--- src/rtl/tgrc_pkg.sv ---
// Shared types and constants of the tile grid rectangle collision block.
// No dependencies; imported by every module of the block.
`default_nettype none

package tgrc_pkg;

    // Field widths
    localparam int KIND_W    = 2;
    localparam int POS_W     = 12;
    localparam int SIZE_W    = 12;
    localparam int GRID_W    = 7;
    localparam int CFG_IDX_W = 1;

    // Pixel coordinate after adding a size, also wide enough for any cell quotient
    localparam int CRD_W = POS_W + 1;

    // Reciprocal multiply for division by a cell size of up to 256 pixels:
    // q = (x * ceil(2^DIV_SHIFT / size)) >> DIV_SHIFT is exact for x < 2^CRD_W.
    localparam int DIV_SHIFT  = CRD_W + 8;
    localparam int RECIP_BITS = DIV_SHIFT + 1;
    localparam int PROD_W     = CRD_W + RECIP_BITS;

    // Item kinds
    localparam logic [KIND_W-1:0] KIND_WRITE = 2'd0;
    localparam logic [KIND_W-1:0] KIND_READ  = 2'd1;
    localparam logic [KIND_W-1:0] KIND_QUERY = 2'd2;

    // Configuration register indexes
    localparam logic [CFG_IDX_W-1:0] REG_GRID_WIDTH  = 1'd0;
    localparam logic [CFG_IDX_W-1:0] REG_GRID_HEIGHT = 1'd1;

    localparam logic [GRID_W-1:0] GRID_RESET = 7'd64;

    // Constant operand of the shared multiplier
    typedef enum logic [2:0] {
        MSEL_RECIP_X = 3'd0,
        MSEL_RECIP_Y = 3'd1,
        MSEL_CELL_X  = 3'd2,
        MSEL_CELL_Y  = 3'd3,
        MSEL_COLS    = 3'd4
    } t_msel;

    typedef struct packed {
        t_msel            sel;
        logic [CRD_W-1:0] operand;
    } t_mul_req;

endpackage

`default_nettype wire

--- src/rtl/tgrc_mul.sv ---
// Shared multiplier: operand times one of a few elaboration-time constants.
// Depends on tgrc_pkg. Product is registered.
`default_nettype none

module tgrc_mul #(
    parameter int CELL_W   = 16,
    parameter int CELL_H   = 16,
    parameter int MAX_COLS = 64
) (
    input  wire logic                     i_clk,
    input  wire tgrc_pkg::t_mul_req       i_req,
    output logic [tgrc_pkg::PROD_W-1:0]   o_prod
);
    import tgrc_pkg::*;

    localparam logic [RECIP_BITS-1:0] LP_RECIP_X =
        RECIP_BITS'(((2 ** DIV_SHIFT) + CELL_W - 1) / CELL_W);
    localparam logic [RECIP_BITS-1:0] LP_RECIP_Y =
        RECIP_BITS'(((2 ** DIV_SHIFT) + CELL_H - 1) / CELL_H);
    localparam logic [RECIP_BITS-1:0] LP_CELL_X = RECIP_BITS'(CELL_W);
    localparam logic [RECIP_BITS-1:0] LP_CELL_Y = RECIP_BITS'(CELL_H);
    localparam logic [RECIP_BITS-1:0] LP_COLS   = RECIP_BITS'(MAX_COLS);

    logic [RECIP_BITS-1:0] w_k;
    logic [PROD_W-1:0]     r_prod;

    always_comb begin
        case (i_req.sel)
            MSEL_RECIP_X: w_k = LP_RECIP_X;
            MSEL_RECIP_Y: w_k = LP_RECIP_Y;
            MSEL_CELL_X:  w_k = LP_CELL_X;
            MSEL_CELL_Y:  w_k = LP_CELL_Y;
            MSEL_COLS:    w_k = LP_COLS;
            default:      w_k = '0;
        endcase
    end

    always_ff @(posedge i_clk) begin
        r_prod <= PROD_W'(i_req.operand) * PROD_W'(w_k);
    end

    assign o_prod = r_prod;

endmodule

`default_nettype wire

--- config.mk ---
export PLATFORM = sky130hd
export DESIGN_NAME = tgrc_mul
export DESIGN_NICKNAME = d
export VERILOG_FILES = /design/src/rtl/tgrc_pkg.sv /design/src/rtl/tgrc_mul.sv
export SDC_FILE = /design/constraint.sdc
export NUM_CORES = 1
export LEC_CHECK = 0
export BUFFER_PORTS_ARGS = -buffer_cell sky130_fd_sc_hd__buf_2
export CORE_AREA = 2 2 68 63
export CTS_BUF_LIST = sky130_fd_sc_hd__clkbuf_8 sky130_fd_sc_hd__clkbuf_16
export CTS_CLUSTER_SIZE = 12
export DETAILED_ROUTE_END_ITERATION = 7
export DIE_AREA = 0 0 70 65
export PLACE_DENSITY = 0.87
export SLEW_MARGIN = 30
export SYNTH_ARGS = -nofsm -noshare
export SYNTH_HDL_FRONTEND = slang
export SYNTH_SLANG_ARGS = --single-unit
export TNS_END_PERCENT = 5
--- constraint.sdc ---
create_clock -name i_clk -period 7.8 [get_ports i_clk]
set_input_delay 1.56 -clock i_clk [delete_from_list [all_inputs] [get_ports i_clk]]
set_output_delay 1.56 -clock i_clk [all_outputs]
set_load 0.02 [all_outputs]
==> qor.yml <==
cells_and_area:
  stdcell_area_mm2: 0.00236
  nets: 323
  fill_cells: 347
  final_util_pct: 60.3
  finalNonFillerCells: 305
  area_delta_synth_final_pct: 13.8
  largest_reg_flops: 27
  insertedDiodeCount: 0
  drive_gt1_share_pct: 23.0
clock_network:
  numCtsBuffers: 3
  clk_pin_slew_ns: 0.09
  holdBufCountCts: 0
  postCtsSetupBuffers: 0
  cts-root-buf: "clkbuf_8"
  cts_buffer_depth: 2
  cts_resized: 0
  htreeDepth: 1
  cts_tree: "yes"
  cts.sinks: 27
pwr:
  p_total_mw: 0.291
  p_leak_nw: 1.32
  vdd_drop_max_mv: 0.0764
  powerDensity_mw_per_mm2: 123
floorplanning:
  die_y_um: 65
  rows: 22
  core_area_mm2: 0.00391
  die-area_mm2: 0.00455
  start_util_pct: 53.0
  dieWidth_um: 70
  pin_count: 52
sta:
  drv_slew: 0
  finalSetupViolations: 0
  min_period_ns: 5.16
  fin_tns_setup_ns: 0
  setup_ws_ns: 2.64
  whs_ns: 1.50
  finalHoldViolCount: 0
  max_freq_ghz: 0.194
  rsz0062_at_grt: "no"
  period_share_pct: 66.1
  max_slew.worst_pin.slew_ns: 0.728
  max_slew_margin_pct: 51.4
placement:
  dpl.cell_count: 301
  dpl.hpwl_um: 3350
  place_congestion: 0.872
  port_buffers: 43
  placed_area_mm2: 0.00231
  pre_cts_ws_ns: 2.10
run_status:
  status: "finished, final reports clean"
setup_path:
  crit_family: "simple AND/OR/NAND/NOR gates"
  required_ns: 7.96
  setup.worst_path.start_class: "primary input"
  cpPeakStageDelay_ns: 0.60
  endpoint_kind: "flip-flop"
  worstSetupPathType: "in2reg"
  cp_num_buf_inv: 1
  cp_common_cell: "ha_1"
  worstPathArrival_ns: 5.31
  cp_cell_sequence: "buf_2, nor2b_1, and2_1, ha_1, ha_1, fa_1, ha_1, ha_1, nand2_2, a211oi_2, nor2_1, and4_4, or4_1"
  critPathMaxFanout: 13
  crit_slowest_cell: "nor2b_1"
global_routing:
  grt_pass1_wl_um: 7100
  antenna_found_initial: 0
  grt_max_degree: 17
  gr-total-overflow: 0
  track_usage_pct: 19.5
  grt_pass1_vias: 1553
synth:
  yosysSeqAreaShare_pct: 26.1
  ys_types: 43
  yosysTopAreaCellShare_pct: 26.6
  synth_edf_count: 0
  synth_area_mm2: 0.00207
  synthTopCellsByArea: "ha_1 (27%), dfxtp_1 (26%), and2_1 (9.4%), xnor2_1 (4.2%), fa_1 (3.9%)"
  ys_ff_latch: 27
  synth.area.mux_share_pct: 0
  synth_xor_area_share_pct: 6.76
  ys.flop_type: "dfxtp_1"
  synthAdderAreaFrac_pct: 30.4
  yosys_warnings: 0
  synth_top_family_by_area: "adder cells"
  synth_compound_area_share_pct: 8.76
  synth.avg_cell_area_um2: 9.68
  synthCells: 214
  yosys.area.top_type: "ha_1"
  async_flop_share_pct: 0
  yosys.area_share.simple_pct: 23.2
route:
  routed_wl_um: 4130
  firstDrtPassIters: 4
  drt_iter0_markers: 118
  drc: 0
  wire_per_inst_um: 13.5
  vias: 1628
  via_per_inst: 5.34
  postRouteAntennaNets: 0
min_path:
  hold_class: "in2reg"
job:
  drv_cap: 0
[area by class of cell]
| type | count | area (um^2) | area share, % |
|---|---|---|---|
| clock buffer | 3 | 41.3 | 1.75 |
| inverter | 5 | 18.8 | 0.796 |
| clock inverter | 1 | 5.00 | 0.212 |
| timing repair buffer | 44 | 223 | 9.45 |
| tap | 48 | 60.1 | 2.55 |
| sequential | 27 | 541 | 22.9 |
| multi-input combinational | 177 | 1470 | 62.3 |
[final timing paths]
| path | cells after the start | startpoint | end |
|---|---|---|---|
| hold / removal | 2 | i_req[0] | o_prod[4] |
| setup / recovery | 13 | i_req[14] | o_prod[24] |
[synth_stat cells (all sizes together) (3+ instances only)]
cell type and n:
xnor2 10, nand3 7, ha 44, a21oi 8, o21ai 4, buf 8
nor2 5, inv 5, a211oi 3, and2 31, nor2b 3, nand2 14
dfxtp 27, fa 4, o31ai 3, and4 3, xor2 6, clkbuf 4
[placed cells by master (no fill, tap or decap), types with 2 or more instances in the layout]
cell type and n:
o31ai_1 3, ha_1 44, nor2_1 5, fa_1 4
and2_1 31, conb_1 8, clkbuf_8 3, nand3b_1 2
xnor2_1 10, xor2_1 6, nand4_1 2, nor3_1 2
and3_1 2, nor2b_1 3, a211oi_1 2, nand2_1 13
inv_1 5, a21o_1 2, buf_2 43, dfxtp_1 27
nand3_1 6, o21ai_0 4, a21oi_1 7, and4_1 2
[cells by family after synthesis]
| logic type | count (synthesis) |
|---|---|
| DFF | 27 |
| adders and majority gates | 48 |
| xor gates and xnor gates | 16 |
| and+or+nand+nor | 79 |
| buffers and inverters | 17 |
| other | 1 |
| AOI/OAI and AO/OA | 26 |
[layer usage]
layer  part of all wire, %  track usage, %
met3                   6.3            3.11
met1                    46            25.8
met4                  0.90            5.53
met2                    47            33.0
met5                     0               0
[power breakdown]
part / internal [mW] / leakage [nW] / switching [mW] / total, mW
combinational: 0.0235 / 1.08 / 0.0390 / 0.0626
clock: 0.0359 / 0.0255 / 0.0451 / 0.0809
sequential: 0.146 / 0.223 / 0.00162 / 0.147
total: 0.205 / 1.32 / 0.0857 / 0.291
Power figures use the tool's default switching activity.
